$ cat src/hw/rtl/tfp_pkg.sv
`default_nettype none
// ----------------------------------------------------------------------------
// tfp_pkg
// Shared constants and types of the temporal fastest path engine.
// ----------------------------------------------------------------------------
package tfp_pkg;

	// Fixed field widths at the block boundary.
	localparam int VTX_BITS       = 6;
	localparam int PORT_TIME_BITS = 16;
	localparam int JOUR_OUT_BITS  = 17;
	localparam int DIST_BITS      = 20;

	// Distance codes: all ones means unreached, one below that is the saturation value.
	localparam logic [DIST_BITS-1:0] DIST_ALL = {DIST_BITS{1'b1}};
	localparam logic [DIST_BITS-1:0] DIST_SAT = {{(DIST_BITS-1){1'b1}}, 1'b0};

	// Configuration port.
	localparam int CFG_ADDR_BITS = 3;
	localparam int CFG_DATA_BITS = 32;
	// Register index, taken from byte address bit 2.
	localparam logic [0:0] REG_SOURCE_VERTEX = 1'b0;

	// Write strobes of the per-vertex tables.
	typedef struct packed {
		logic len_we;
		logic best_we;
	} vs_wr_t;

endpackage
`default_nettype wire

$ cat src/hw/rtl/tfp_vstore.sv
`default_nettype none
// ----------------------------------------------------------------------------
// tfp_vstore
// Per-vertex tables: list length and best journey/distance.
// Each entry has a valid bit; an entry never written reads as its reset value.
// ----------------------------------------------------------------------------
module tfp_vstore #(
	parameter int NUM_VERTICES = 64,
	parameter int LIST_DEPTH   = 16,
	parameter int TIME_BITS    = 16,
	localparam int VW          = $clog2(NUM_VERTICES),
	localparam int LENW        = $clog2(LIST_DEPTH + 1),
	localparam int BW          = TIME_BITS + 1 + tfp_pkg::DIST_BITS
) (
	input  wire logic            clk,
	input  wire logic            arst_n,
	input  wire tfp_pkg::vs_wr_t wr,
	input  wire logic [VW-1:0]   len_waddr,
	input  wire logic [LENW-1:0] len_wdata,
	input  wire logic [VW-1:0]   len_raddr,
	output logic      [LENW-1:0] len_rdata,
	input  wire logic [VW-1:0]   best_waddr,
	input  wire logic [BW-1:0]   best_wdata,
	input  wire logic [VW-1:0]   best_raddr,
	output logic      [BW-1:0]   best_rdata
);
	import tfp_pkg::*;

	logic [LENW-1:0]         len_mem [NUM_VERTICES];
	logic [BW-1:0]           best_mem [NUM_VERTICES];
	logic [NUM_VERTICES-1:0] len_vld_q;
	logic [NUM_VERTICES-1:0] best_vld_q;
	logic [LENW-1:0]         len_rd_q;
	logic [BW-1:0]           best_rd_q;
	logic                    len_rv_q;
	logic                    best_rv_q;

	always_ff @(posedge clk) begin
		if (wr.len_we) begin
			len_mem[len_waddr] <= len_wdata;
		end
		if (wr.best_we) begin
			best_mem[best_waddr] <= best_wdata;
		end
		len_rd_q  <= len_mem[len_raddr];
		best_rd_q <= best_mem[best_raddr];
	end

	always_ff @(posedge clk or negedge arst_n) begin
		if (!arst_n) begin
			len_vld_q  <= '0;
			best_vld_q <= '0;
			len_rv_q   <= 1'b0;
			best_rv_q  <= 1'b0;
		end else begin
			len_rv_q  <= len_vld_q[len_raddr];
			best_rv_q <= best_vld_q[best_raddr];
			if (wr.len_we) begin
				len_vld_q[len_waddr] <= 1'b1;
			end
			if (wr.best_we) begin
				best_vld_q[best_waddr] <= 1'b1;
			end
		end
	end

	assign len_rdata  = len_rv_q  ? len_rd_q  : '0;
	assign best_rdata = best_rv_q ? best_rd_q : '1;

endmodule
`default_nettype wire

$ cat config.mk
export PLATFORM = sky130hd
export DESIGN_NAME = tfp_vstore
export DESIGN_NICKNAME = d
export VERILOG_FILES = /design/src/hw/rtl/tfp_pkg.sv /design/src/hw/rtl/tfp_vstore.sv
export SDC_FILE = /design/constraint.sdc
export NUM_CORES = 2
export LEC_CHECK = 0
export BUFFER_PORTS_ARGS = -buffer_cell sky130_fd_sc_hd__buf_2
export CAP_MARGIN = 40
export CORE_UTILIZATION = 45
export CTS_CLUSTER_SIZE = 24
export DETAILED_ROUTE_END_ITERATION = 16
export GPL_TIMING_DRIVEN = 0
export HOLD_SLACK_MARGIN = 0.08
export PLACE_DENSITY = 0.6
export REMOVE_ABC_BUFFERS = 1
export SYNTH_ARGS = -nofsm -noshare
export SYNTH_HDL_FRONTEND = slang
export SYNTH_SLANG_ARGS = --single-unit
export TNS_END_PERCENT = 1
$ cat constraint.sdc
create_clock -name clk -period 3.4 [get_ports clk]
set_input_delay 0.68 -clock clk [delete_from_list [all_inputs] [get_ports clk]]
set_output_delay 0.68 -clock clk [all_outputs]
set_load 0.1 [all_outputs]
==> summary.md <==
| Metric | Value |
|---|---|
| Worst path slowest cell | `mux4_2` |
| Die area | `0.243 mm^2` |
| Synth Area in Compound Gates | `0.0170` |
| Post-synthesis cell count | `4948` |
| Seq/Total Area, Yosys | `0.781` |
| Async S/R FF share, synth | `0.0455` |
| Top_reg_cell synth | `edfxtp_1` |
| Clock share of power | `0.421` |
| Initial antenna violation count | `15` |
| Status | `finished, violations left` |
| Fin util | `0.533` |
| Global-route wire length before repair | `399 mm` |
| Synth top area cells | `edfxtp_1, mux4_2, dfrtp_1` |
| Worst-margin pin slew | `972 ps` |
| Cell with the most instances after synthesis | `edfxtp_1` |
| Delay of the slowest cell on the worst path | `540 ps` |
| RSZ-0062 raised after global routing | `yes` |
| Placement Cell Area | `0.117 mm^2` |
| CP max FO | `91` |
| WHS | `141 ps` |
| Final Skew | `73.4 ps` |
| Worst slack, placed | `-1620 ps` |
| Post-Layout Cell Count | `8739` |
| Avg Vias per Cell | `6.05` |
| Num CTS Buffers | `305` |
| Post-Synth Simple-Gate Area | `0.0336` |
| Worst reg2reg startpoint | `best_mem[21][1]` |
| Area Overhead vs Synth | `17.3%` |
| Seq. cell area | `0.0848 mm^2` |
| Starting Density | `0.454` |
| Gr ovfl total | `0` |
| Site Rows | `179` |
| Switching Share | `0.216` |
| Max-Cap Viols | `0` |
| Worst relative slew slack | `0.352` |
| Die H | `493 um` |
| Final WL | `282 mm` |
| GRT Total Usage | `0.232` |
| Multi-input logic area | `0.0231 mm^2` |
| Hold_sp | `best_wdata[25]` |
| Longest Clk Path Bufs | `4` |
| Placed cells | `8184` |
| CP required | `4160 ps` |
| Synthesized area per cell | `21.9 um^2` |
| Hold Path Class | `in2reg` |
| H-tree levels | `5` |
| Sum Neg Setup Slack | `-19.3 ps` |
| Synth Register Bits | `2860` |
| Final WS setup | `-19.3 ps` |
| FF-to-FF setup slack | `1200 ps` |
| CP most frequent cell | `buf_16` |
| Failing checks | `negative setup slack` |
| Crit start category | `input pin` |
| Endpoints failing setup | `1` |
| Largest family of logic cells by synthesized area | `multiplexers` |
| Largest net degree at the start of global routing | `102` |
| Post-synth top cells | `edfxtp_1, mux4_2, nand2_1, nor2_1, o22ai_1` |
| Antenna-violating nets left | `0` |
| Latest clock arrival within the worst-skew pair | `920 ps` |
| Chip width | `493 um` |
| Clock Sinks | `2860` |
| FMAX | `292 MHz` |
| Hold-critical path depth | `1` |
| Residual DRC | `0` |
| Critical path capture point type | `flop` |
| Layout cells sized above 1 | `0.305` |
| Port bufs | `111` |
| Dpl hpwl | `172 mm` |
| Via count | `52900` |
| Placer's final routability congestion estimate | `0.772` |
| Yosys cell types | `47` |
| Post-CTS Setup Bufs | `0` |
| Mux cell area share after synthesis | `0.156` |
| Post-Synth Adder-Cell Area | `0` |
| Sw power | `16.4 mW` |
| Vias in the first global route | `54400` |
| Cell area after synthesis | `0.109 mm^2` |
| Post-synth top area share | `0.743` |
| TritonRoute pass-1 iters | `6` |
| Tot Pwr | `76.0 mW` |
| Clock transition at path regs | `60 ps` |
| Pint | `59.6 mW` |
| IO Pins | `112` |
| Root Driver | `clkbuf_16` |
| Buffer and inverter count on the worst path | `5` |
| Final hold vios | `0` |
| Max Slew Vio Count | `0` |
| Critical path's top delay family | `buffers and inverters` |
| Post-synth EDFFs | `2688` |
| Crit-path cells | `buf_8 > buf_16 > buf_16 > inv_6 > buf_16 > mux4_2 > o22ai_1 > nor3_1` |
| CTS tree | `done` |
| Crit path kind | `in2reg` |
| Peak supply drop | `0.571 mV` |
| Post-route cell area | `0.127 mm^2` |
| Period utilization | `1.01` |
| XOR/XNOR Fraction of Synth Area | `0` |
| Core box area | `0.239 mm^2` |
| Synth Warn # | `0` |
| Leak pwr | `40.8 nW` |
| Share of total power in combinational logic | `0.061` |
| Capturing point of the worst reg2reg path | `best_rd_q[1]` |
| Power Density | `597 mW/mm^2` |
| Tmin final | `3420 ps` |
| Wire per inst | `32.3 um` |
| 1st-iter DRT viols | `5921` |
| Nets@finish | `5414` |
| Fill cell count | `18000` |
| Dominant cell type by area after synthesis | `edfxtp_1` |
| CP arrival | `4180 ps` |
| Min-Delay Endpoint | `best_mem[46][25]` |
| Reg2Reg Depth | `4` |
| Sequential Power Share | `0.518` |
==> worst reg2reg max path, cell delays in order (launching register included) <==
cell and delay, ps:
edfxtp_1 360, mux4_2 250, o22ai_1 90, or4_1 780, a21oi_1 510
==> logic make-up after synthesis <==
family	Yosys count
AND/OR/NAND/NOR	757
flip-flops	2860
multiplexers	788
AO/OA/AOI/OAI	272
buffers and inverters	271
==> cell type report <==
cell class | instances | share of cell area
flip-flops and latches | 2860 | 0.666
multi-input cells | 1818 | 0.181
clock buffers | 390 | 0.0645
repair buffers | 352 | 0.0471
well taps | 3167 | 0.0311
clock inverters | 138 | 0.00980
inverters | 7 | 0.000314
diodes | 7 | 0.000138
==> flip-flops by register name, summed over array words and instances, names as in the netlist <==
signal      cells
best_rd_q      37
best_rv_q       1
best_mem     2368
len_mem       320
best_vld_q     64
len_rv_q        1
len_vld_q      64
len_rd_q        5
==> how the worst max path moves through the flow <==
| stage | endpoint | startpoint | depth (start not counted) |
|---|---|---|---|
| 4_1_cts | best_rd_q[1] | best_raddr[2] | 9 |
| 6_report | best_rd_q[23] | best_raddr[1] | 8 |
| 2_1_floorplan | best_rd_q[35] | best_raddr[3] | 5 |
| 3_3_place_gp | best_rd_q[9] | best_raddr[1] | 6 |
| 5_1_grt | best_rd_q[14] | best_raddr[0] | 8 |
| 3_5_place_dp | best_rd_q[35] | best_raddr[0] | 9 |
==> power by group through the flow <==
stage / registers (mW) / clock network (mW) / logic (mW)
after floorplan: 40.0 / 0 / 2.32
after global placement: 40.1 / 0 / 5.27
after detailed placement: 40.1 / 0 / 4.65
after CTS: 39.3 / 32.4 / 4.70
after global routing: 39.4 / 33.7 / 4.90
final: 39.3 / 32.0 / 4.67
==> cells in the final DEF (no fill, tap or decap), drive strengths merged, types with 10 or more instances in the layout <==
cell,netlist,layout
buf,151,338
inv,5,11
dlygate4sd3,0,11
nor2b,10,10
nand2b,43,43
dfxtp,42,42
mux2i,58,58
a32oi,44,44
a21oi,19,19
a22oi,18,18
nor2,161,161
edfxtp,2688,2688
o21ai,16,16
clkinv,2,105
clkbuf,113,391
a31oi,10,10
or2,130,130
bufinv,0,23
nand2,247,247
dfrtp,130,130
mux4,722,722
o22ai,143,143
nand3,98,99
or4,29,29
==> layer usage <==
metal | up-vias | routed length (um) | track usage
li1 | 21500 | - | -
met1 | 28500 | 110000 | 0.305
met2 | 2310 | 143000 | 0.391
met3 | 571 | 18800 | 0.0352
met4 | 2 | 11000 | 0.0867
met5 | - | 18 | 0
==> timing repair <==
action	in CTS	in global routing
cloned	3	1
endpoints found under the hold margin	149	0
pin swaps	1	0
hold buffers	11	0
endpoints found under the setup margin	17	9
gates resized for setup	12	4
Power figures use the tool's default switching activity.
