<file path="config.mk">
export PLATFORM = sky130hd
export DESIGN_NAME = tfp_seq
export DESIGN_NICKNAME = d
export VERILOG_FILES = /design/src/hw/rtl/tfp_pkg.sv /design/src/hw/rtl/tfp_seq.sv
export SDC_FILE = /design/constraint.sdc
export NUM_CORES = 1
export LEC_CHECK = 0
export ABC_AREA = 1
export BUFFER_PORTS_ARGS = -buffer_cell sky130_fd_sc_hd__buf_2
export CAP_MARGIN = 20
export CORE_MARGIN = 2
export CORE_UTILIZATION = 41
export CTS_CLUSTER_SIZE = 12
export DETAILED_ROUTE_END_ITERATION = 16
export PLACE_DENSITY = 0.68
export SYNTH_ARGS = -nofsm -noshare
export SYNTH_HDL_FRONTEND = slang
export SYNTH_SLANG_ARGS = --single-unit
</file>
<file path="constraint.sdc">
create_clock -name clk -period 5.7 [get_ports clk]
set_clock_uncertainty 0.2 [all_clocks]
set_input_delay 1.14 -clock clk [delete_from_list [all_inputs] [get_ports clk]]
set_output_delay 1.14 -clock clk [all_outputs]
set_load 0.005 [all_outputs]
</file>
<file path="src/hw/rtl/tfp_pkg.sv">
`default_nettype none
// ----------------------------------------------------------------------------
// tfp_pkg
// Shared constants and types of the temporal fastest path engine.
// ----------------------------------------------------------------------------
package tfp_pkg;

	// Fixed field widths at the block boundary.
	localparam int VTX_BITS       = 6;
	localparam int PORT_TIME_BITS = 16;
	localparam int JOUR_OUT_BITS  = 17;
	localparam int DIST_BITS      = 20;

	// Distance codes: all ones means unreached, one below that is the saturation value.
	localparam logic [DIST_BITS-1:0] DIST_ALL = {DIST_BITS{1'b1}};
	localparam logic [DIST_BITS-1:0] DIST_SAT = {{(DIST_BITS-1){1'b1}}, 1'b0};

	// Configuration port.
	localparam int CFG_ADDR_BITS = 3;
	localparam int CFG_DATA_BITS = 32;
	// Register index, taken from byte address bit 2.
	localparam logic [0:0] REG_SOURCE_VERTEX = 1'b0;

	// Write strobes of the per-vertex tables.
	typedef struct packed {
		logic len_we;
		logic best_we;
	} vs_wr_t;

endpackage
`default_nettype wire

</file>
<file path="src/hw/rtl/tfp_seq.sv">
`default_nettype none
// ----------------------------------------------------------------------------
// tfp_seq
// Sequencer: reads the vertex tables, scans the tail and head lists through
// the single triple store read port, compacts the head list, appends the new
// triple, updates the best values and registers the result.
// ----------------------------------------------------------------------------
module tfp_seq #(
	parameter int NUM_VERTICES = 64,
	parameter int LIST_DEPTH   = 16,
	parameter int TIME_BITS    = 16,
	localparam int VW          = $clog2(NUM_VERTICES),
	localparam int LENW        = $clog2(LIST_DEPTH + 1),
	localparam int AW          = TIME_BITS + 1,
	localparam int TAW         = $clog2(NUM_VERTICES * LIST_DEPTH),
	localparam int BW          = AW + tfp_pkg::DIST_BITS
) (
	input  wire logic                               clk,
	input  wire logic                               arst_n,
	input  wire logic [tfp_pkg::VTX_BITS-1:0]       source_vertex,
	input  wire logic                               cfg_wr,
	input  wire logic                               edge_valid,
	output logic                                    edge_stall,
	input  wire logic [tfp_pkg::VTX_BITS-1:0]       edge_from,
	input  wire logic [tfp_pkg::VTX_BITS-1:0]       edge_to,
	input  wire logic [tfp_pkg::PORT_TIME_BITS-1:0] edge_time,
	input  wire logic [tfp_pkg::PORT_TIME_BITS-1:0] edge_duration,
	output logic                                    result_valid,
	input  wire logic                               result_stall,
	output logic      [tfp_pkg::VTX_BITS-1:0]       target_vertex,
	output logic      [tfp_pkg::JOUR_OUT_BITS-1:0]  best_journey_out,
	output logic      [tfp_pkg::DIST_BITS-1:0]      best_travel_out,
	output logic                                    triple_accepted,
	output logic                                    list_full,
	output logic                                    t_we,
	output logic      [TAW-1:0]                     t_waddr,
	output logic      [TIME_BITS-1:0]               t_wstart,
	output logic      [AW-1:0]                      t_warr,
	output logic      [tfp_pkg::DIST_BITS-1:0]      t_wdist,
	output logic      [TAW-1:0]                     t_raddr,
	input  wire logic [TIME_BITS-1:0]               t_rstart,
	input  wire logic [AW-1:0]                      t_rarr,
	input  wire logic [tfp_pkg::DIST_BITS-1:0]      t_rdist,
	output tfp_pkg::vs_wr_t                         vs_wr,
	output logic      [VW-1:0]                      len_waddr,
	output logic      [LENW-1:0]                    len_wdata,
	output logic      [VW-1:0]                      len_raddr,
	input  wire logic [LENW-1:0]                    len_rdata,
	output logic      [VW-1:0]                      best_waddr,
	output logic      [BW-1:0]                      best_wdata,
	output logic      [VW-1:0]                      best_raddr,
	input  wire logic [BW-1:0]                      best_rdata
);
	import tfp_pkg::*;

	typedef enum logic [3:0] {
		ST_IDLE, ST_RD_LF, ST_RD_LT, ST_RD_BT, ST_LD_B,
		ST_SCAN_S, ST_PUSH_S, ST_SCAN_N, ST_SCAN_D, ST_DROP,
		ST_PUSH_T, ST_WB_F, ST_WB_T, ST_DONE
	} state_t;

	localparam logic [LENW-1:0] LEN_MAX = LENW'(LIST_DEPTH);

	function automatic logic [TAW-1:0] taddr(input logic [VW-1:0] v, input logic [LENW-1:0] i);
		return TAW'(TAW'(v) * TAW'(LIST_DEPTH) + TAW'(i));
	endfunction

	function automatic logic [DIST_BITS-1:0] sat_add(input logic [DIST_BITS-1:0] a,
			input logic [TIME_BITS-1:0] b);
		logic [DIST_BITS:0] s;
		s = {1'b0, a} + (DIST_BITS+1)'(b);
		if (s > {1'b0, DIST_SAT}) begin
			return DIST_SAT;
		end
		return s[DIST_BITS-1:0];
	endfunction

	state_t                  state_q;
	logic                    seed_pend_q;
	logic [VTX_BITS-1:0]     from_q, to_q;
	logic [TIME_BITS-1:0]    t_q, d_q;
	logic [LENW-1:0]         nf_q, nt_q, idx_q, w_q;
	logic                    pend_q;
	logic [AW-1:0]           bj_q;
	logic [DIST_BITS-1:0]    bt_q;
	logic                    acc_q, full_q, found_q, present_q, dom_q;
	logic [TIME_BITS-1:0]    ps_q;
	logic [AW-1:0]           pa_q;
	logic [DIST_BITS-1:0]    pd_q;
	logic [TIME_BITS-1:0]    cs_q;
	logic [AW-1:0]           ca_q;
	logic [DIST_BITS-1:0]    cd_q;
	logic                    ovld_q;
	logic [VTX_BITS-1:0]     o_to_q;
	logic [JOUR_OUT_BITS-1:0] o_bj_q;
	logic [DIST_BITS-1:0]    o_bt_q;
	logic                    o_acc_q, o_full_q;

	logic [VW-1:0]        fv, tv, sv;
	logic                 accept, in_range, src_in_range;
	logic                 scanning, scan_to, issue, scan_done;
	logic [LENW-1:0]      scan_n, nf_push;
	logic [AW-1:0]        t_ext, j_new;
	logic                 dom_hit, gone;

	assign fv = VW'(from_q);
	assign tv = VW'(to_q);
	assign sv = VW'(source_vertex);
	assign t_ext = AW'(t_q);
	assign src_in_range = 32'(source_vertex) < 32'(NUM_VERTICES);
	assign in_range = (32'(edge_from) < 32'(NUM_VERTICES)) &&
		(32'(edge_to) < 32'(NUM_VERTICES));

	assign edge_stall = (state_q != ST_IDLE) || seed_pend_q;
	assign accept = edge_valid && !edge_stall;

	assign scanning = (state_q == ST_SCAN_S) || (state_q == ST_SCAN_N) ||
		(state_q == ST_SCAN_D) || (state_q == ST_DROP);
	assign scan_to = (state_q == ST_SCAN_D) || (state_q == ST_DROP);
	assign scan_n = scan_to ? nt_q : nf_q;
	assign issue = scanning && (idx_q < scan_n);
	assign scan_done = !issue && !pend_q;
	assign t_raddr = taddr(scan_to ? tv : fv, idx_q);

	assign nf_push = (!present_q && (nf_q < LEN_MAX)) ? nf_q + 1'b1 : nf_q;

	// Dominance of the candidate by a stored entry, and the reverse test.
	always_comb begin
		if (cs_q == t_rstart) begin
			dom_hit = (t_rarr <= ca_q) && (t_rdist <= cd_q);
		end else if (ca_q == t_rarr) begin
			dom_hit = cs_q < t_rstart;
		end else begin
			dom_hit = (cs_q < t_rstart) && (ca_q > AW'(t_rstart));
		end
		gone = ((t_rstart == cs_q) && (ca_q <= t_rarr) && (cd_q <= t_rdist)) ||
			((ca_q == t_rarr) && (t_rstart < cs_q)) ||
			((t_rstart < cs_q) && (t_rarr > ca_q));
	end

	assign j_new = (ca_q >= AW'(cs_q)) ? ca_q - AW'(cs_q) : '0;

	always_comb begin
		t_we     = 1'b0;
		t_waddr  = taddr(tv, nt_q);
		t_wstart = cs_q;
		t_warr   = ca_q;
		t_wdist  = cd_q;
		case (state_q)
			ST_PUSH_S: begin
				t_we     = !present_q && (nf_q < LEN_MAX);
				t_waddr  = taddr(fv, nf_q);
				t_wstart = t_q;
				t_warr   = t_ext;
				t_wdist  = '0;
			end
			ST_PUSH_T: begin
				t_we = nt_q < LEN_MAX;
			end
			ST_DROP: begin
				t_we     = pend_q && !gone;
				t_waddr  = taddr(tv, w_q);
				t_wstart = t_rstart;
				t_warr   = t_rarr;
				t_wdist  = t_rdist;
			end
			default: begin
			end
		endcase
	end

	always_comb begin
		vs_wr      = '0;
		len_raddr  = (state_q == ST_RD_LF) ? fv : tv;
		best_raddr = tv;
		len_waddr  = (state_q == ST_WB_T) ? tv : fv;
		len_wdata  = (state_q == ST_WB_T) ? nt_q : nf_q;
		best_waddr = tv;
		best_wdata = {bj_q, bt_q};
		case (state_q)
			ST_IDLE: begin
				vs_wr.best_we = seed_pend_q && src_in_range;
				best_waddr    = sv;
				best_wdata    = '0;
			end
			ST_WB_F: begin
				vs_wr.len_we  = 1'b1;
				vs_wr.best_we = 1'b1;
			end
			ST_WB_T: begin
				vs_wr.len_we = 1'b1;
			end
			default: begin
			end
		endcase
	end

	always_ff @(posedge clk or negedge arst_n) begin
		if (!arst_n) begin
			state_q     <= ST_IDLE;
			seed_pend_q <= 1'b1;
			from_q      <= '0;
			to_q        <= '0;
			t_q         <= '0;
			d_q         <= '0;
			nf_q        <= '0;
			nt_q        <= '0;
			idx_q       <= '0;
			w_q         <= '0;
			pend_q      <= 1'b0;
			bj_q        <= '1;
			bt_q        <= '1;
			acc_q       <= 1'b0;
			full_q      <= 1'b0;
			found_q     <= 1'b0;
			present_q   <= 1'b0;
			dom_q       <= 1'b0;
			ps_q        <= '0;
			pa_q        <= '0;
			pd_q        <= '0;
			cs_q        <= '0;
			ca_q        <= '0;
			cd_q        <= '0;
			ovld_q      <= 1'b0;
			o_to_q      <= '0;
			o_bj_q      <= '0;
			o_bt_q      <= '0;
			o_acc_q     <= 1'b0;
			o_full_q    <= 1'b0;
		end else begin
			if (cfg_wr) begin
				seed_pend_q <= 1'b1;
			end else if (state_q == ST_IDLE) begin
				seed_pend_q <= 1'b0;
			end
			if ((state_q == ST_DONE) && (!ovld_q || !result_stall)) begin
				ovld_q <= 1'b1;
			end else if (ovld_q && !result_stall) begin
				ovld_q <= 1'b0;
			end
			if (scanning) begin
				if (issue) begin
					idx_q <= idx_q + 1'b1;
				end
				pend_q <= issue;
			end

			case (state_q)
				ST_IDLE: begin
					if (accept) begin
						from_q  <= edge_from;
						to_q    <= edge_to;
						t_q     <= TIME_BITS'(edge_time);
						d_q     <= TIME_BITS'(edge_duration);
						bj_q    <= '1;
						bt_q    <= '1;
						acc_q   <= 1'b0;
						full_q  <= 1'b0;
						state_q <= in_range ? ST_RD_LF : ST_DONE;
					end
				end
				ST_RD_LF: begin
					state_q <= ST_RD_LT;
				end
				ST_RD_LT: begin
					nf_q    <= len_rdata;
					state_q <= ST_RD_BT;
				end
				ST_RD_BT: begin
					nt_q    <= len_rdata;
					state_q <= ST_LD_B;
				end
				ST_LD_B: begin
					{bj_q, bt_q} <= best_rdata;
					idx_q     <= '0;
					pend_q    <= 1'b0;
					found_q   <= 1'b0;
					present_q <= 1'b0;
					ps_q      <= t_q;
					pa_q      <= '0;
					pd_q      <= '0;
					state_q   <= (from_q == source_vertex) ? ST_SCAN_S : ST_SCAN_N;
				end
				ST_SCAN_S: begin
					if (pend_q) begin
						if ((t_rstart == t_q) && (t_rarr == t_ext) && (t_rdist == '0)) begin
							present_q <= 1'b1;
						end
						if (!found_q && (t_rarr == t_ext)) begin
							found_q <= 1'b1;
							ps_q    <= t_rstart;
							pd_q    <= t_rdist;
						end
					end
					if (scan_done) begin
						state_q <= ST_PUSH_S;
					end
				end
				ST_PUSH_S: begin
					if (!present_q && (nf_q >= LEN_MAX)) begin
						full_q <= 1'b1;
					end
					nf_q <= nf_push;
					if (from_q == to_q) begin
						nt_q <= nf_push;
					end
					cs_q    <= ps_q;
					ca_q    <= t_ext + AW'(d_q);
					cd_q    <= sat_add(pd_q, d_q);
					state_q <= ST_PUSH_T;
				end
				ST_SCAN_N: begin
					if (pend_q && (t_rarr <= t_ext) && (!found_q || (t_rarr > pa_q))) begin
						found_q <= 1'b1;
						pa_q    <= t_rarr;
						ps_q    <= t_rstart;
						pd_q    <= t_rdist;
					end
					if (scan_done) begin
						cs_q   <= ps_q;
						ca_q   <= t_ext + AW'(d_q);
						cd_q   <= sat_add(pd_q, d_q);
						idx_q  <= '0;
						dom_q  <= 1'b0;
						state_q <= found_q ? ST_SCAN_D : ST_DONE;
					end
				end
				ST_SCAN_D: begin
					if (pend_q && dom_hit) begin
						dom_q <= 1'b1;
					end
					if (scan_done) begin
						idx_q   <= '0;
						w_q     <= '0;
						state_q <= dom_q ? ST_DONE : ST_DROP;
					end
				end
				ST_DROP: begin
					if (pend_q && !gone) begin
						w_q <= w_q + 1'b1;
					end
					if (scan_done) begin
						nt_q    <= w_q;
						state_q <= ST_PUSH_T;
					end
				end
				ST_PUSH_T: begin
					if (nt_q < LEN_MAX) begin
						nt_q  <= nt_q + 1'b1;
						acc_q <= 1'b1;
					end else begin
						full_q <= 1'b1;
					end
					if (j_new < bj_q) begin
						bj_q <= j_new;
						bt_q <= cd_q;
					end else if ((j_new == bj_q) && (cd_q < bt_q)) begin
						bt_q <= cd_q;
					end
					state_q <= ST_WB_F;
				end
				ST_WB_F: begin
					state_q <= ST_WB_T;
				end
				ST_WB_T: begin
					state_q <= ST_DONE;
				end
				ST_DONE: begin
					if (!ovld_q || !result_stall) begin
						o_to_q   <= to_q;
						o_bj_q   <= JOUR_OUT_BITS'(bj_q);
						o_bt_q   <= bt_q;
						o_acc_q  <= acc_q;
						o_full_q <= full_q;
						state_q  <= ST_IDLE;
					end
				end
				default: begin
					state_q <= ST_IDLE;
				end
			endcase
		end
	end

	assign result_valid     = ovld_q;
	assign target_vertex    = o_to_q;
	assign best_journey_out = o_bj_q;
	assign best_travel_out  = o_bt_q;
	assign triple_accepted  = o_acc_q;
	assign list_full        = o_full_q;

	// Compaction writes always trail the read pointer of the same list.
	a_drop_order: assert property (@(posedge clk) disable iff (!arst_n)
		(state_q == ST_DROP && pend_q) |-> (w_q < idx_q))
		else $error("compaction write pointer overtook read pointer");

	a_drop_no_clash: assert property (@(posedge clk) disable iff (!arst_n)
		(t_we && state_q == ST_DROP) |-> (t_waddr != t_raddr))
		else $error("compaction write hits the entry being read");

	a_accept_busy: assert property (@(posedge clk) disable iff (!arst_n)
		accept |=> (state_q != ST_IDLE))
		else $error("accepted transaction did not start the sequencer");

	a_len_bound: assert property (@(posedge clk) disable iff (!arst_n)
		(state_q == ST_PUSH_T) |-> (nt_q <= LEN_MAX && nf_q <= LEN_MAX))
		else $error("list length beyond list depth");

endmodule
`default_nettype wire

</file>
==> results summary, run 1 <==
Entering global routing, the biggest net connects roughly 120 pins. The wire length on met1 came out at 29,900 µm. The number of cells upsized or downsized after cts came out at 0. The total global-route track usage is 26.7%.

The fmax is 216 MHz. STA classifies the critical path endpoint as a primary output. The detailed-route DRC error count is 0. The count of port buffers added during placement is 338. TritonCTS built the clock tree. In the final timing run, aggregate negative setup slack is 0 ns. The slowest cell on the critical path is sky130_fd_sc_hd__dfrtp_1. The flow ran to the end, and the final reports show no timing, DRC or antenna violations. The post-synthesis register bit count came out at 264.

The routed design uses 29,800 µm of met2 wire. The area fraction of the dominant cell type after synthesis came out at 28.9%. The cell area power density is 584 mW/mm².

The total overflow reported by the global router came out at 0. The CTS clock-pin slew for the worst setup and hold paths is approximately 0.060 ns. The final routed wire length divided by cell count came out at 18.2 µm. The buffer and inverter count on the worst path is 3. The class of the worst hold path is reg2reg. Among all flip-flop cells after synthesis, the most frequent one is sky130_fd_sc_hd__dfrtp_1.

The transition time at the pin with the least slew margin came out at around 1.1 ns. Yosys mapped a number of flops with a built-in enable equal to 0. The number of instances in the synthesized netlist came out at between 2,000 and 3,000. The top-level port count is 339. The number of pins exceeding their max-slew limit in the final report came to 0. The via count of the first global-routing pass came out at 18,100. By area the synthesized netlist is led by sky130_fd_sc_hd__dfrtp_1 (29%), sky130_fd_sc_hd__nand2_1 (14%), sky130_fd_sc_hd__ha_1 (13%). The utilization of the core after routing is 48.2%. The number of antenna violations at the first check in global routing is 7. For this design, the sink count on the clock tree is ~260.

At the end of routability-driven placement, the weighted congestion stood at slightly below 1. The sequential-to-total area share from yosys stat is 34.0%. The type of the worst setup path is reg2out. The worst-case vdd ir drop came out at around 220 µV. Of all nets on the critical path, the largest fanout is 25. The final period demand of the worst path is 4.62 ns. The vertical die dimension came out at 222 µm. From synthesis to final layout, the design area changed by 17.0%.

The post-detailed-route count of antenna-violating nets is 0. The initial detailed-routing violation count is 1,803. The worst hold slack across all endpoints came out at 0.276 ns. Before antenna repair, the detailed router went through 7 iterations.

The required time of the critical path is 4.36 ns. The number of vias per cell came out at 5.30. The H-tree depth came out at 2.

The tree is rooted in a sky130_fd_sc_hd__clkbuf_16. The detailed router used layers up to and including met5. Walking the worst path, the cells encountered are inv_2 -> nor2_1 -> nand2_2 -> inv_2 -> nand2_1 -> o21ai_0 -> ha_1 -> nand3_1 -> nor2_1 -> nand2_1 -> xor2_1 -> o21ai_0 -> buf_2. The relative slew slack came out at 29.8%. The post-CTS setup buffer count came out at 0. The total nets after synthesis came out at 3,096. The tool flagged a number of max-cap violations equal to 0. The startpoint kind of the worst setup timing path is a flop. The effective utilization at floorplan is 41.3%.

The synthesized area came out at 0.0196 mm². The average size of a mapped cell is 7.14 µm². The final setup violation count is 0. The detailed-routed wire length on met3 came out at between 4000 and 5000 µm.

Counting along the longest clock path gives a buffer depth of 3. The total wirelength of the detailed-routed design is about 67,000 µm. The number of clock buffers inserted by TritonCTS is 34. Setup repair after global routing left no endpoint under its margin. The fraction of layout instances using a drive strength above 1 came out at 15.7%. The core footprint came out at 0.0474 mm². The largest total area in the synthesized netlist belongs to sky130_fd_sc_hd__dfrtp_1. The analysis attributes to cell leakage a power of 12.2 nW.

The HPWL after detailed placement came out at 52,600 µm. The wire length of the first global-routing pass is 104,000 µm. The row count is 80. The total number of vias is 19,500.

The hold violation count in the final report is 0. The die extent in x came out at roughly 220 µm. The data arrival time of the worst path came out at 3.28 ns. For this run, the post-layout net count is 3,386. The proportion of register bits with asynchronous set or reset after synthesis came out at 100%. The kind of cell with the highest combined delay along the critical path is simple AND/OR/NAND/NOR gates. The count of synthesis-stage warnings from yosys is 0. The final critical-path share of the clock period came out at between 80% and 90%. The die covers a little under 0.05 mm². The delay of the slowest cell on the worst path came out at 0.42 ns. Hold repair after CTS inserted 0 buffers. The clock latency of the later-clocked register in the worst-skew pair is 0.55 ns. The number of different library cells in the post-synthesis netlist is 52.
## final timing paths
path,start,to,slack (ns),cells after the start
min in group asynchronous,arst_n,pa_q[12]$_DFFE_PN0P_,0.39,1
setup reg to reg,ca_q[0]$_DFFE_PN0P_,bj_q[13]$_DFFE_PN1P_,1.18,26
max in group asynchronous,arst_n,cd_q[19]$_DFFE_PN0P_,3.64,2
hold / removal,bt_q[11]$_DFFE_PN1P_,bt_q[11]$_DFFE_PN1P_,0.28,2
hold reg to reg,bt_q[11]$_DFFE_PN1P_,bt_q[11]$_DFFE_PN1P_,0.28,2
setup / recovery,state_q[0]$_DFFE_PN0P_,t_waddr[9],1.08,13
## cell type report
type / count / area (µm²)
antenna: 5 / 12.5
clock inverter: 10 / 135
multi-input combinational: 2020 / 11100
timing repair buffer: 354 / 1830
tap: 615 / 769
clock buffer: 49 / 988
fill: 4827 / 24600
inverter: 359 / 1350
sequential: 264 / 6650
## layout by cell type (no fill, tap or decap), types with 25 or more instances in the layout
cell type / netlist / routed
sky130_fd_sc_hd__a21oi_1: 112 / 112
sky130_fd_sc_hd__buf_2: 30 / 337
sky130_fd_sc_hd__clkbuf_16: 0 / 35
sky130_fd_sc_hd__dfrtp_1: 226 / 226
sky130_fd_sc_hd__dfstp_2: 38 / 38
sky130_fd_sc_hd__ha_1: 200 / 200
sky130_fd_sc_hd__inv_1: 342 / 342
sky130_fd_sc_hd__nand2_1: 754 / 751
sky130_fd_sc_hd__nand3_1: 125 / 125
sky130_fd_sc_hd__nand4_1: 44 / 44
sky130_fd_sc_hd__nor2_1: 227 / 225
sky130_fd_sc_hd__o21ai_0: 268 / 268
sky130_fd_sc_hd__o21ai_1: 25 / 25
sky130_fd_sc_hd__o22ai_1: 31 / 31
sky130_fd_sc_hd__xor2_1: 35 / 35
## per-layer routing
layer	vias to the layer above	GRT usage, %
met1	8954	37.1
met4	4	11.3
met3	140	3.78
met5	-	0
met2	750	41.6
li1	9645	-
## per-stage QoR
step                      instances  area, µm²  power (mW)  worst slack (ns)
final                          3676      22900        13.4              1.08
after global placement         3611      21700        11.0              1.10
after global routing           3676      22900        14.6             0.744
after CTS                      3670      22900        13.3              1.12
after floorplan                2743      19600        8.34              1.81
after detailed placement       3611      21700        11.1              1.12
## state kept, by name, indices dropped and copies added (netlist names), 6 cells and up
register / count
best_journey_out: 17
best_raddr: 6
best_travel_out: 20
bj_q: 17
bt_q: 20
ca_q: 17
cd_q: 20
cs_q: 16
d_q: 16
from_q: 6
pa_q: 17
pd_q: 20
ps_q: 16
t_q: 16
target_vertex: 6
## kinds of logic after synthesis
family | count (synthesis) | share of synthesized area (%)
adder cells (fa/ha/maj) | 203 | 13.1
AO/OA/AOI/OAI | 552 | 15.9
flip-flops | 264 | 34.0
AND/OR/NAND/NOR | 1211 | 25.4
XOR/XNOR | 54 | 2.42
buffers and inverters | 459 | 9.14
## synthesized netlist by cell type (31+ instances only)
| cell type | number |
|---|---|
| sky130_fd_sc_hd__nand2_1 | 754 |
| sky130_fd_sc_hd__o21ai_0 | 268 |
| sky130_fd_sc_hd__ha_1 | 200 |
| sky130_fd_sc_hd__xor2_1 | 35 |
| sky130_fd_sc_hd__a21oi_1 | 112 |
| sky130_fd_sc_hd__dfstp_2 | 38 |
| sky130_fd_sc_hd__nand3_1 | 125 |
| sky130_fd_sc_hd__nand4_1 | 44 |
| sky130_fd_sc_hd__o22ai_1 | 31 |
| sky130_fd_sc_hd__dfrtp_1 | 226 |
| sky130_fd_sc_hd__nor2_1 | 227 |
| sky130_fd_sc_hd__clkbuf_1 | 60 |
| sky130_fd_sc_hd__inv_1 | 342 |
## tightest hold or removal path: stages (launching register included)
cell	delay (ns)
sky130_fd_sc_hd__dfstp_2	0.37
sky130_fd_sc_hd__nand2_1	0.05
sky130_fd_sc_hd__o21ai_1	0.05
## report_power, final
part           switching [mW]  leakage, nW  internal, mW  total [mW]
clock                   0.875        0.551          1.34        2.22
combinational            4.95         8.44          2.84        7.79
sequential              0.674         3.22          2.69        3.37
total                    6.50         12.2          6.88        13.4
Power figures use the tool's default switching activity.
==> inputs of run 2 (changes only) <==
- PLACE_DENSITY: 0.68 -> 0.71
- clock period: 5.7 -> 3.8 ns (I/O delays scaled with it)
==> results summary, run 2 (synthesis results as in run 1) <==
The run finished, with violations left. The checks that failed: hold timing. Summed over all nets, the half-perimeter wirelength after detailed placement is 55,700 µm.

The relative slew slack is 44.6%. The data arrival time of the worst path is 2.75 ns. The reported max-cap violation count came out at 0. Leaving out fill and tap cells, the most frequent cell in the layout is sky130_fd_sc_hd__nand2_1. The via count of the first global-routing pass came out at 19,000. The clock latency of the later-clocked register in the worst-skew pair is 0.56 ns. Static timing analysis puts the maximum clock frequency at approximately 270 MHz. The hold violation count in the final report came out at 2. At the pin with the least slew margin, the transition time is 0.831 ns.

The cell area power density is 905 mW/mm². Counting cells, the worst reg-to-reg path comes to 23. By startpoint and endpoint, the worst setup path is classified as reg2out.

The top-level port count is 339. The total global-route track usage is 28.1%. Entering global routing, the biggest net connects 92 pins. The maximum fanout along the worst path came out at 31. The clock sink count is 264. The fraction of met1 tracks used by global routing is 37.9%.

The number of pins exceeding their max-slew limit in the final report is 0. The die extent in x is 222 µm. The effective utilization at floorplan is approximately two fifths. The share of total power in the clock network is 16.2%.

The combinational fraction of design power came out at 60.9%. The detailed-route DRC error count is 0. The final period demand of the worst path came out at around 3.7 ns. The die outline area is 0.0495 mm². In this run the power spent charging and discharging nets is 10.5 mW. For the worst setup path, the data required time is 2.84 ns. The setup total negative slack is 0 ns. The part of the power in registers came out at a little under a quarter. The number of antenna violations at the first check in global routing came to 3. The min-delay analysis places its worst path in the category in2async. TritonCTS built the clock tree. The met2 track demand over resource in global routing is 44.2%. The vertical die dimension is 222 µm. The number of buffers between clock root and the deepest sink came out at 3.

The CTS clock-pin slew for the worst setup and hold paths is roughly 0.06 ns. The busiest layer in global routing is met2. The H-tree depth is 2. The row count came out at 80. The layout net count came out at between 3,000 and 4,000. The worst-case vdd ir drop came out at approximately 330 µV. The hold-fix buffer count after cts came out at 0. The wire length of the first global-routing pass came out at roughly 110,000 µm. The number of vias per cell is roughly 5.4. The met3 demand-to-capacity share in global routing is 4.91%. The count of port buffers added during placement is between 300 and 400.

The cell-internal power is 11.5 mW. The net switching fraction of the power is 47.7%. The weighted congestion reported at the end of routability-driven placement came out at 0.992.

The leakage component of the power is 12.8 nW. The library cells used most frequently in the layout, excluding fill and tap cells, are sky130_fd_sc_hd__nand2_1 (738), sky130_fd_sc_hd__buf_2 (337), sky130_fd_sc_hd__inv_1 (336). The final setup violation count came out at 0. The number of clock buffers inserted by TritonCTS came out at 35. The worst hold slack across all endpoints came out at -0.00545 ns. After detailed routing, the average wire length per cell comes to 19.0 µm. The post-route netlist has 21.0% of its cells at a drive strength greater than 1.

STA classifies the critical path endpoint as a primary output. The worst setup path is launched from a flop. The first-pass detailed-route iteration total is 6.

The total overflow reported by the global router came out at 0. The initial detailed-routing violation count came out at roughly 1,800. The total wirelength of the detailed-routed design is 71,600 µm. The area growth from synthesis to layout came out at 24.0%. In this run the clock root is driven by a sky130_fd_sc_hd__clkbuf_16. The post-detailed-route count of antenna-violating nets is 0.

The routed layout has 20,200 vias. The core footprint is 0.0474 mm². The final critical-path share of the clock period is about 98%.
[run 2: cell count changes in the layout (fill, tap and decap cells not counted), moves of 7 or more]
cell | before | now
sky130_fd_sc_hd__buf_4 | 15 | 90
sky130_fd_sc_hd__ha_1 | 200 | 181
sky130_fd_sc_hd__ha_4 | 0 | 17
sky130_fd_sc_hd__nor2_1 | 225 | 211
sky130_fd_sc_hd__nand2_1 | 751 | 738
sky130_fd_sc_hd__nand2_2 | 8 | 18
sky130_fd_sc_hd__o21ai_0 | 268 | 259
sky130_fd_sc_hd__a21oi_1 | 112 | 104
sky130_fd_sc_hd__a21oi_2 | 1 | 9
sky130_fd_sc_hd__nand3_1 | 125 | 117
sky130_fd_sc_hd__nor2_2 | 2 | 9
sky130_fd_sc_hd__nor2_4 | 3 | 10
[run 2: metrics by stage]
step	std cells	power (mW)	area [µm²]	setup WS [ns]	util, %
6_report	3760	22.0	24300	0.0928	51.1
5_1_grt	3760	23.8	24300	-0.0558	51.1
4_1_cts	3742	20.9	23600	0.00357	49.7
3_5_place_dp	3682	17.2	22400	-0.0741	47.1
3_3_place_gp	3682	17.1	22400	0.0364	47.1
2_1_floorplan	2743	12.5	19600	0.210	-
[run 2: what timing repair did]
item,CTS,global route
gates cloned,0,3
endpoints found under the setup margin,31,44
resized for setup,2,127
pin swaps,0,24
setup buffers,0,13
[run 2: area by class of cell]
type | instances | area, µm²
Fill cell | 4683 | 23200
Multi-Input combinational cell | 2020 | 11700
Sequential cell | 264 | 6660
Timing Repair Buffer | 439 | 2580
Inverter | 359 | 1370
Clock buffer | 48 | 1060
Tap cell | 615 | 769
Clock inverter | 12 | 171
Timing Repair inverter | 1 | 6.26
Antenna cell | 2 | 5.00
[run 2: path summary, 6_finish.rpt]
check	start	slack, ns	to
max	state_q[1]$_DFFE_PN0P_	0.09	t_waddr[2]
min	arst_n	-0.005	best_travel_out[10]$_DFFE_PN0P_
max reg2reg	ca_q[0]$_DFFE_PN0P_	0.15	bj_q[5]$_DFFE_PN1P_
min reg2reg	bt_q[11]$_DFFE_PN1P_	0.27	bt_q[11]$_DFFE_PN1P_
max in group asynchronous	arst_n	2.52	d_q[3]$_DFFE_PN0P_
min in group clk	edge_duration[11]	0.20	d_q[11]$_DFFE_PN0P_
[run 2: power groups by stage]
stage	Combinational [mW]	Sequential, mW	Clock, mW
detailed placement	12.2	5.02	0
CTS	12.3	4.98	3.63
floorplan	7.83	4.68	0
global placement	12.1	4.99	0
global route	14.9	5.14	3.75
finish	13.4	5.03	3.57
[run 2: worst max-delay path, cell delays in order, from the launching register on]
cell and delay [ns]:
sky130_fd_sc_hd__dfrtp_1 0.39, sky130_fd_sc_hd__inv_1 0.10, sky130_fd_sc_hd__nor2_1 0.25, sky130_fd_sc_hd__inv_1 0.09, sky130_fd_sc_hd__nor2_2 0.12, sky130_fd_sc_hd__buf_4 0.41, sky130_fd_sc_hd__inv_2 0.27, sky130_fd_sc_hd__o221ai_1 0.37
sky130_fd_sc_hd__buf_2 0.18
[run 2: per-layer routing]
layer | wire length [µm] | part of all wire [%]
met1 | 31000 | 43
met2 | 32000 | 45
met3 | 5150 | 7.2
met5 | 7 | 0.0098
met4 | 3350 | 4.7
